$ cat config.mk
export PLATFORM = sky130hd
export DESIGN_NAME = ppi_div
export DESIGN_NICKNAME = d
export VERILOG_FILES = /design/src/rtl/core/ppi_div.sv
export SDC_FILE = /design/constraint.sdc
export NUM_CORES = 1
export LEC_CHECK = 0
export CORE_MARGIN = 4
export CORE_UTILIZATION = 40
export DETAILED_ROUTE_END_ITERATION = 7
export DONT_BUFFER_PORTS = 1
export SYNTH_ARGS = -nofsm -noshare
export SYNTH_HDL_FRONTEND = slang
export SYNTH_SLANG_ARGS = --single-unit
export TNS_END_PERCENT = 30
$ cat constraint.sdc
create_clock -name clk -period 13.7 [get_ports clk]
set_input_delay 0 -clock clk [delete_from_list [all_inputs] [get_ports clk]]
set_output_delay 0 -clock clk [all_outputs]
set_load 0.05 [all_outputs]
$ cat src/rtl/core/ppi_div.sv
// ppi_div: iterative signed fixed-point divider, one quotient bit per cycle
// computes (num << F) / den truncated toward zero; no package dependency
module ppi_div #(
  parameter int W = 67,
  parameter int F = 16
) (
  input  logic                clk,
  input  logic                rst,
  input  logic                go,
  input  logic signed [W-1:0] num,
  input  logic signed [W-1:0] den,
  output logic                done,
  output logic signed [W+F:0] quo
);

  localparam int QW = W + F;
  localparam int CW = $clog2(QW + 1);

  logic          running;
  logic [CW-1:0] cnt;
  logic [W:0]    rem;
  logic [QW-1:0] dvd;
  logic [W-1:0]  dsr;
  logic [QW-1:0] qmag;
  logic          neg;

  logic [W-1:0]  abs_num;
  logic [W-1:0]  abs_den;
  logic [W:0]    trial;
  logic          qbit;

  // magnitudes of the operands
  assign abs_num = num[W-1] ? W'(-num) : W'(num);
  assign abs_den = den[W-1] ? W'(-den) : W'(den);

  // restoring step
  assign trial = {rem[W-1:0], dvd[QW-1]};
  assign qbit  = (trial >= {1'b0, dsr});

  always_ff @(posedge clk) begin
    if (rst) begin
      running <= 1'b0;
      done    <= 1'b0;
      cnt     <= '0;
    end else begin
      done <= 1'b0;
      if (go) begin
        running <= 1'b1;
        cnt     <= CW'(QW);
        rem     <= '0;
        dvd     <= QW'(abs_num) << F;
        dsr     <= abs_den;
        qmag    <= '0;
        neg     <= num[W-1] ^ den[W-1];
      end else if (running) begin
        rem  <= qbit ? (trial - {1'b0, dsr}) : trial;
        dvd  <= dvd << 1;
        qmag <= {qmag[QW-2:0], qbit};
        cnt  <= cnt - 1'b1;
        if (cnt == CW'(1)) begin
          running <= 1'b0;
          done    <= 1'b1;
        end
      end
    end
  end

  // signed quotient
  assign quo = neg ? -$signed({1'b0, qmag}) : $signed({1'b0, qmag});

endmodule

* Word level (Yosys, flattened, before mapping)
Cells that the tools add are included.
Word-level totals: register bits 309, input port bits 137, output and inout port bits 85, word-level logic and storage cells 40
Cells by class: add/subtract/negate cells 5, $lt $le $gt $ge 1, equality and inequality tests 1, multiplexer cells 14, bitwise logic cells 3, reduce and logical (&&, ||, !) cells 5
Operator list (number):
- $mux W83 | 3
- $mux W67 | 3
- $neg A67 Y67 | 2
- $mux W84 | 1
- $neg A83 Y84 | 1
- $ge A68 B67 Y1 | 1
- $sub A67 B67 Y67 | 1
- $mux W66 | 1
- $mux W7 | 2
- $eq A7 B1 Y1 const B | 1
- $sub A7 B1 Y7 const B | 1
- $mux W1 | 4
- $reduce_and A2 Y1 | 2
- $reduce_or A3 Y1 | 1
- $not A1 Y1 | 2
- $reduce_bool A2 Y1 | 1
- $reduce_or A2 Y1 | 1
- $xor A1 B1 Y1 | 1

* Depth between registers and ports, before layout
Gate-level depths: netlist of run 1.
word-level depth 4, depth in mapped cells 16, depth with buffers taken out 14

* Least setup slack after synthesis of run 1
Ideal clock, no wire load.
path kind input-to-reg, start point input go, end point register dvd[16], enable pin, library setup time 0.799 ns, arrival time 9.636 ns, data required time 12.901 ns, setup slack 3.265 ns, stages 4, buffers on the path 2, path through clkbuf_1 > clkbuf_1 > nor2_1 > nor2_1
On the way: word-level cells in the longest chain between the ends 2
RTL lines:
- start, declared | RTL line 9 | input logic go,
- $reduce_bool A2 Y1 (no line)
- $reduce_and A2 Y1 (no line)
- end signal, assigned | RTL line 51 | dvd <= QW'(abs_num) << F;
- end signal, assigned | RTL line 57 | dvd <= dvd << 1;
- end, declared | RTL line 22 | logic [QW-1:0] dvd;
Every way passes these cells. A chain may end at the register's enable or synchronous reset.

* Final worst setup path of run 1
start point register qmag[0], end point output quo[76]
On the way: word-level cells in the longest chain between the ends 2
RTL lines:
- start, declared | RTL line 24 | logic [QW-1:0] qmag;
- start signal, assigned | RTL line 58 | qmag <= {qmag[QW-2:0], qbit};
- $neg A83 Y84 | RTL line 69 | assign quo = neg ? -$signed({1'b0, qmag}) : $signed({1'b0, qmag});
- $mux W84 | RTL line 69
- end, declared | RTL line 13 | output logic signed [W+F:0] quo
Every way passes these cells.

==> impl_metrics.env, run 1 <==
export IMPL_routedWlPerCell_um=18.0
export IMPL_synth_nets=2302
export IMPL_ioPinCount=222
export IMPL_first_global_vias=16200
export IMPL_finalCritPeriodShare_pct=34.5
export IMPL_track_usage_pct=19.1
export IMPL_reg2reg_from="dvd[82]$_DFFE_PP_"
export IMPL_synthDistinctLibCells=78
export IMPL_route_met3_wl_um=2930
export IMPL_critPathRequiredTime_ps=13700
export IMPL_cts_tree="done"
export IMPL_clockPowerShare_pct=32.1
export IMPL_die_h_um=232
export IMPL_routed_wirelength_um=53200
export IMPL_met2_length_um=25300
export IMPL_worst_r2r_endpoint="rem[51]$_SDFFCE_PP0P_"
export IMPL_setup_violations=0
export IMPL_globalplace_congestion=0.917
export IMPL_synth_area_um2=20000
export IMPL_synth_avg_cell_area_um2=9.56
export IMPL_vdd_drop_max_mv=0.0745
export IMPL_rrSetupSlack_ps=9150
export IMPL_clockBufferDepth=3
export IMPL_wl_met1_um=23500
export IMPL_io_buffer_count=0
export IMPL_layout_drive_gt1_share_pct=4.90
export IMPL_clkTransAtPathRegs_ps=50
export IMPL_cts_buffers=37
export IMPL_crit_path_max_fanout=5
export IMPL_drtIter0Drc=1220
export IMPL_antenna_found_initial=3
export IMPL_finalClockSkew_ps=48.4
export IMPL_ant_nets=0
export IMPL_ctsHoldBuffers=226
export IMPL_grt_setup_unrepaired="false"
export IMPL_critPathKind="register to output pin"
export IMPL_outcome="complete, no violations"
export IMPL_combinationalPowerShare_pct=30.6
export IMPL_hold_path_end="dvd[69]$_DFFE_PP_"
export IMPL_min_from="num[50]"
export IMPL_synthCells=2092
export IMPL_start_util_pct=40.7
export IMPL_grt_overflow=0
export IMPL_synthToLayoutAreaGrowth_pct=20.2
export IMPL_ctsResizeCount=0
export IMPL_hp_class="input port to register"
export IMPL_n_fill_cell=4541
export IMPL_cts_root_buf="clkbuf_16"
export IMPL_die_x_um=232
export IMPL_cts_sinks=294
export IMPL_postCtsSetupBuffers=0
export IMPL_report_power_total_uw=3050
export IMPL_highest_layer="met5"
export IMPL_crit_path_start_kind="register"
export IMPL_nets=2471
export IMPL_finalMaxSlewViolations=0
export IMPL_max_freq_ghz=0.211
export IMPL_htreeDepth=2
export IMPL_grt_pass1_wl_um=84800
export IMPL_routed_via_count=16600
export IMPL_fin_setup_tns_ps=0
export IMPL_synth_edff_count=285
export IMPL_die_area_um2=53600
export IMPL_hold_violations=0
export IMPL_worst_slew_pin_slew_ps=1300
export IMPL_p_sw_uw=1030
export IMPL_synth_ff_type="edfxtp_1"
export IMPL_power_switching_share_pct=33.7
export IMPL_power_leakage_uw=0.00860
export IMPL_fin_util_pct=48.9
export IMPL_core_area_um2=49200
export IMPL_p_per_area_nw_per_um2=127
export IMPL_worst_r2r_path_depth=14
export IMPL_sequentialPowerShare_pct=37.4
export IMPL_num_rows=81
export IMPL_cp_startpoint="qmag[0]$_SDFFCE_PP0P_"
export IMPL_slew_headroom_pct=12.6
export IMPL_ys_warn_count=0
export IMPL_min_path_cells=4
export IMPL_ys_ff_latch=294
export IMPL_place_hpwl_um=34400
export IMPL_period_minus_slack_ps=4730
export IMPL_async_flop_share_pct=0
export IMPL_endpoint_kind="output pin"
export IMPL_seq_area_frac_synth_pct=43.7
export IMPL_drt_vias_per_instance=5.62
export IMPL_cp_data_arrival_time_ps=4730
export IMPL_drc=0
export IMPL_p_int_uw=2020
export IMPL_cap_violations=0
export IMPL_drtPass1Iterations=5
export IMPL_insertion_delay_ps=560
export IMPL_grt_max_degree=280
worst max path at each step:
| stage | depth (start not counted) | end | slack (ps) |
|---|---|---|---|
| 3_5_place_dp | 14 | rem[47]$_SDFFCE_PP0P_ | 9210 |
| 6_report | 10 | quo[76] | 8970 |
| 4_1_cts | 10 | quo[76] | 8840 |
| 2_1_floorplan | 4 | dvd[16]$_SDFFCE_PN0P_ | 3260 |
| 3_3_place_gp | 14 | rem[51]$_SDFFCE_PP0P_ | 9350 |
| 5_1_grt | 9 | quo[77] | 8590 |
final cells by class:
type	count	area (um^2)	share of cell area, %
antenna	2	5.00	0.0208
clock buffer	42	966	4.02
clock inverter	23	231	0.963
inverter	104	390	1.62
multi-input combinational	1589	10500	43.7
sequential	294	8740	36.4
tap	664	831	3.46
timing repair buffer	235	2370	9.88
synth_stat cells (23+ instances only):
| cell type | number | share of area, % |
|---|---|---|
| nor2b_1 | 90 | 2.8 |
| inv_1 | 103 | 1.9 |
| nand4_1 | 24 | 0.75 |
| o21ai_0 | 128 | 3.2 |
| nand3_1 | 28 | 0.70 |
| nor3_1 | 32 | 0.80 |
| or4_1 | 26 | 0.98 |
| xor2_1 | 92 | 4.0 |
| a21oi_1 | 184 | 4.6 |
| edfxtp_1 | 285 | 43 |
| ha_1 | 72 | 4.5 |
| or3_1 | 36 | 1.1 |
| mux2i_1 | 23 | 1.2 |
| clkbuf_1 | 92 | 1.7 |
| nor4_1 | 25 | 0.78 |
| a21o_1 | 29 | 1.1 |
| o31ai_1 | 60 | 2.3 |
| o41ai_1 | 31 | 1.4 |
| nand2_1 | 137 | 2.6 |
| xnor2_1 | 173 | 7.6 |
| nor2_1 | 194 | 3.6 |
power groups by stage:
stage / combinational [uW] / sequential (uW) / clock (uW)
3_3_place_gp: 812 / 1160 / 0
6_report: 931 / 1140 / 977
4_1_cts: 924 / 1140 / 1010
5_1_grt: 1020 / 1150 / 1040
3_5_place_dp: 823 / 1160 / 0
2_1_floorplan: 696 / 1150 / 0
cells in the final DEF, fill, tap and decap left out, types with 8 or more instances in the layout:
cell | netlist | layout
or4_1 | 26 | 26
a21o_1 | 29 | 29
xor2_1 | 92 | 92
clkbuf_16 | 0 | 38
nand3_1 | 28 | 28
or2_2 | 18 | 18
nand2_1 | 137 | 137
inv_1 | 103 | 103
nor3_1 | 32 | 32
a31oi_1 | 16 | 15
buf_4 | 1 | 9
or3_1 | 36 | 36
xnor2_1 | 173 | 173
o31ai_1 | 60 | 60
dfxtp_1 | 9 | 9
mux2i_1 | 23 | 23
nor4_1 | 25 | 25
a21oi_1 | 184 | 184
ha_1 | 72 | 72
o21a_1 | 11 | 11
nor2_1 | 194 | 192
nor2b_1 | 90 | 90
o21ai_0 | 128 | 127
and2_1 | 9 | 9
clkinv_1 | 1 | 8
nand4_1 | 24 | 24
edfxtp_1 | 285 | 285
nand2b_1 | 17 | 17
o41ai_1 | 31 | 31
dlygate4sd3_1 | 0 | 223
o21bai_1 | 18 | 18
routing by layer:
layer,up-vias,global-route usage [%]
met5,-,0
met4,2,6.15
met3,110,3.20
met2,485,32.2
met1,8027,25.1
li1,7980,-
kinds of logic (layout without fill, tap and decap cells):
kind of cell | count (synthesis) | in the layout | share of synthesized area [%]
buffers and inverters | 209 | 404 | 3.99
other | 0 | 2 | 0
AO/OA/AOI/OAI | 540 | 540 | 16.8
flip-flops | 294 | 294 | 43.7
multiplexers | 27 | 27 | 1.38
adder cells (fa/ha/maj) | 73 | 73 | 4.61
XOR/XNOR | 265 | 265 | 11.6
AND/OR/NAND/NOR | 684 | 684 | 17.9
state kept, by name, indices dropped and copies added, names as in the netlist:
name and flops:
done 1, running 1, cnt 7, qmag 83
rem 67, dvd 67, dsr 67, neg 1
worst max-delay path, stage by stage (launching register included):
cell      delay [ps]
edfxtp_1         660
inv_1            170
ha_1             220
nand3b_1         110
or4_1            490
or2_2            380
nor3b_1          510
nand4_1          280
o21ai_0          350
o21ai_0          160
xor2_1           860
metrics by stage:
stage                     worst slack, ps  instance area, um^2  hold slack (ps)  cells
final                                8970                24000             41.0   2953
after global routing                 8590                24000             48.5   2953
after CTS                            8840                24000            0.841   2951
after detailed placement             9210                20500             77.1   2660
after global placement               9350                20500             73.3   2660
after floorplan                      3260                20000             98.9   2092
Note: power is estimated with default switching activity, not from simulation.
==> run 2, diff against run 1 <==
ABC_AREA = 1   (was default)
clock period = 4.2 ns   (was 13.7 ns; I/O delays follow)
==> run 2 against run 1 <==
Combinational power grew to 3.6 times the previous value. Largest cell class unchanged. Clock skew is 25 ps lower. Critical path depth is 1 lower. Synthesized cell count is 79% higher. Total power grew to 3.4 times the previous value. Via count is 49% higher.
==> impl_metrics.env, run 2 <==
export IMPL_cts_tree="done"
export IMPL_die_x_um=257
export IMPL_insertion_delay_ps=570
export IMPL_crit_path_start_kind="register"
export IMPL_crit_path_max_fanout=5
export IMPL_outcome="complete, no violations"
export IMPL_synth_area_um2=24800
export IMPL_cts_buffers=38
export IMPL_cap_violations=0
export IMPL_seq_area_frac_synth_pct=35.2
export IMPL_async_flop_share_pct=0
export IMPL_hp_class="input port to register"
export IMPL_antenna_found_initial=1
export IMPL_finalMaxSlewViolations=0
export IMPL_period_minus_slack_ps=3540
export IMPL_cts_sinks=294
export IMPL_drt_vias_per_instance=5.09
export IMPL_clockPowerShare_pct=32.0
export IMPL_report_power_total_uw=10400
export IMPL_largest_reg_flops=83
export IMPL_ys_ff_latch=294
export IMPL_critPathKind="register to output pin"
export IMPL_ys_warn_count=0
export IMPL_num_rows=91
export IMPL_mostFrequentLayoutCell="nand2_1"
export IMPL_htreeDepth=2
export IMPL_top_register="qmag"
export IMPL_grt_setup_unrepaired="false"
export IMPL_synth_ff_type="edfxtp_1"
export IMPL_power_switching_share_pct=37.0
export IMPL_synthDistinctLibCells=52
export IMPL_postPlaceCellArea_um2=26100
export IMPL_hold_violations=0
export IMPL_worst_slew_pin_slew_ps=1140
export IMPL_grt_max_degree=149
export IMPL_slew_headroom_pct=24.1
export IMPL_fin_area_um2=29500
export IMPL_grt_pass1_wl_um=133000
export IMPL_power_leakage_uw=0.0138
export IMPL_grt_overflow=0
export IMPL_drtPass1Iterations=5
export IMPL_ioPinCount=222
export IMPL_start_util_pct=40.3
export IMPL_synthToLayoutAreaGrowth_pct=18.9
export IMPL_endpoint_kind="output pin"
export IMPL_vdd_drop_max_mv=0.329
export IMPL_max_freq_ghz=0.282
export IMPL_cts_root_buf="clkbuf_16"
export IMPL_p_per_area_nw_per_um2=351
export IMPL_globalplace_congestion=0.992
export IMPL_p_sw_uw=3830
export IMPL_n_fill_cell=6348
export IMPL_die_area_um2=66100
export IMPL_p_int_uw=6530
export IMPL_first_global_vias=23700
export IMPL_core_area_um2=61600
export IMPL_final_cell_mix="1122 x nand2_1, 631 x nor2_1, 614 x inv_1, 285 x edfxtp_1, 212 x dlygate4sd3_1"
export IMPL_drtIter0Drc=2185
export IMPL_yosysMostFrequentCell="nand2_1"
export IMPL_ant_nets=0
export IMPL_setup_violations=0
export IMPL_io_buffer_count=0
export IMPL_synth_nets=3946
export IMPL_finalCritPeriodShare_pct=84.4
export IMPL_synth_avg_cell_area_um2=6.64
export IMPL_routedWlPerCell_um=17.7
export IMPL_clkTransAtPathRegs_ps=60
export IMPL_synth_edff_count=285
export IMPL_critPathRequiredTime_ps=4200
export IMPL_yosysTopAreaCell="edfxtp_1"
export IMPL_fin_setup_tns_ps=0
export IMPL_cp_data_arrival_time_ps=3540
export IMPL_nets=4195
export IMPL_routed_wirelength_um=86000
export IMPL_yosysTopAreaCellShare_pct=34.5
export IMPL_finalClockSkew_ps=23.1
export IMPL_place_hpwl_um=65800
export IMPL_combinationalPowerShare_pct=32.7
export IMPL_synth_area_leaders="edfxtp_1 34%, nand2_1 17%, nor2_1 9.6%"
export IMPL_layout_drive_gt1_share_pct=5.16
export IMPL_die_h_um=257
export IMPL_clockBufferDepth=3
export IMPL_routed_via_count=24700
export IMPL_drc=0
export IMPL_synthCells=3736
export IMPL_sequentialPowerShare_pct=35.3
export IMPL_track_usage_pct=25.2
export IMPL_netlist_top_cells_count="1122 x nand2_1, 633 x nor2_1, 614 x inv_1"
==> run 2: layout make-up <==
cell class                      count  area, um^2  share of cell area [%]
Inverter                          640        2400                    8.15
Tap cell                          837        1050                    3.55
Timing Repair Buffer              285        2750                    9.33
Multi-Input combinational cell   2726       13300                    45.1
Sequential cell                   294        8740                    29.6
Antenna cell                        1        2.50                 0.00848
Clock inverter                     19         190                   0.645
Clock buffer                       49        1040                    3.54
==> run 2: worst paths after layout <==
kind / startpoint / to / slack [ps] / cells after the start
worst min-delay path: den[48] / dsr[66]$_SDFFCE_PN0P_ / 30 / 4
worst max register to register: dvd[82]$_DFFE_PP_ / rem[52]$_SDFFCE_PP0P_ / 870 / 17
worst max-delay path: qmag[0]$_SDFFCE_PP0P_ / quo[59] / 660 / 9
worst min register to register: cnt[6]$_SDFFE_PP0N_ / done$_SDFF_PP0_ / 470 / 1
==> run 2: what timing repair did <==
action	CTS	global route
hold buffers	215	0
gates resized for setup	0	0
endpoints found under the hold margin	294	0
setup buffers	0	0
==> run 2: per-layer routing <==
| metal | vias to the layer above | track usage [%] | part of all wire (%) |
|---|---|---|---|
| met5 | - | 0 | 0 |
| met4 | 0 | 8.44 | 3.7 |
| met2 | 912 | 40.2 | 45 |
| met1 | 11300 | 34.9 | 44 |
| li1 | 12300 | - | - |
| met3 | 165 | 4.30 | 7.4 |
==> run 2: critical path, cell delays in order, from the launching register on <==
cell,delay (ps)
edfxtp_1,680
nor3_2,290
nand3_1,240
inv_1,140
nand3_1,110
nor3_1,550
nand3b_1,270
o21ai_1,220
xor2_1,230
buf_4,240
==> run 2: per-stage QoR <==
stage               util [%]  hold WS, ps  std cells  worst slack, ps
floorplan                  -         69.1       3736             92.5
global placement        42.3         74.9       4567              900
detailed placement      42.3         78.5       4567              867
CTS                     47.9        0.747       4850              643
global route            47.9         36.3       4851              473
finish                  47.9         29.7       4851              656
==> run 2: logic make-up (layout without fill, tap and decap cells) <==
| group | count (synthesis) | in the layout | synth area share (%) |
|---|---|---|---|
| AND/OR/NAND/NOR | 2143 | 2143 | 35.9 |
| buffers and inverters | 716 | 993 | 11.2 |
| AO/OA/AOI/OAI | 294 | 294 | 6.39 |
| flip-flops | 294 | 294 | 35.2 |
| XOR/XNOR | 216 | 216 | 7.63 |
| adder cells (fa/ha/maj) | 73 | 73 | 3.71 |
| other | 0 | 1 | 0 |
==> run 2: power groups by stage <==
stage / registers, uW / logic [uW] / clock network [uW]
detailed placement: 3710 / 3070 / 0
finish: 3660 / 3390 / 3310
global placement: 3700 / 3080 / 0
CTS: 3650 / 3340 / 3370
floorplan: 3680 / 2310 / 0
global route: 3680 / 3730 / 3500
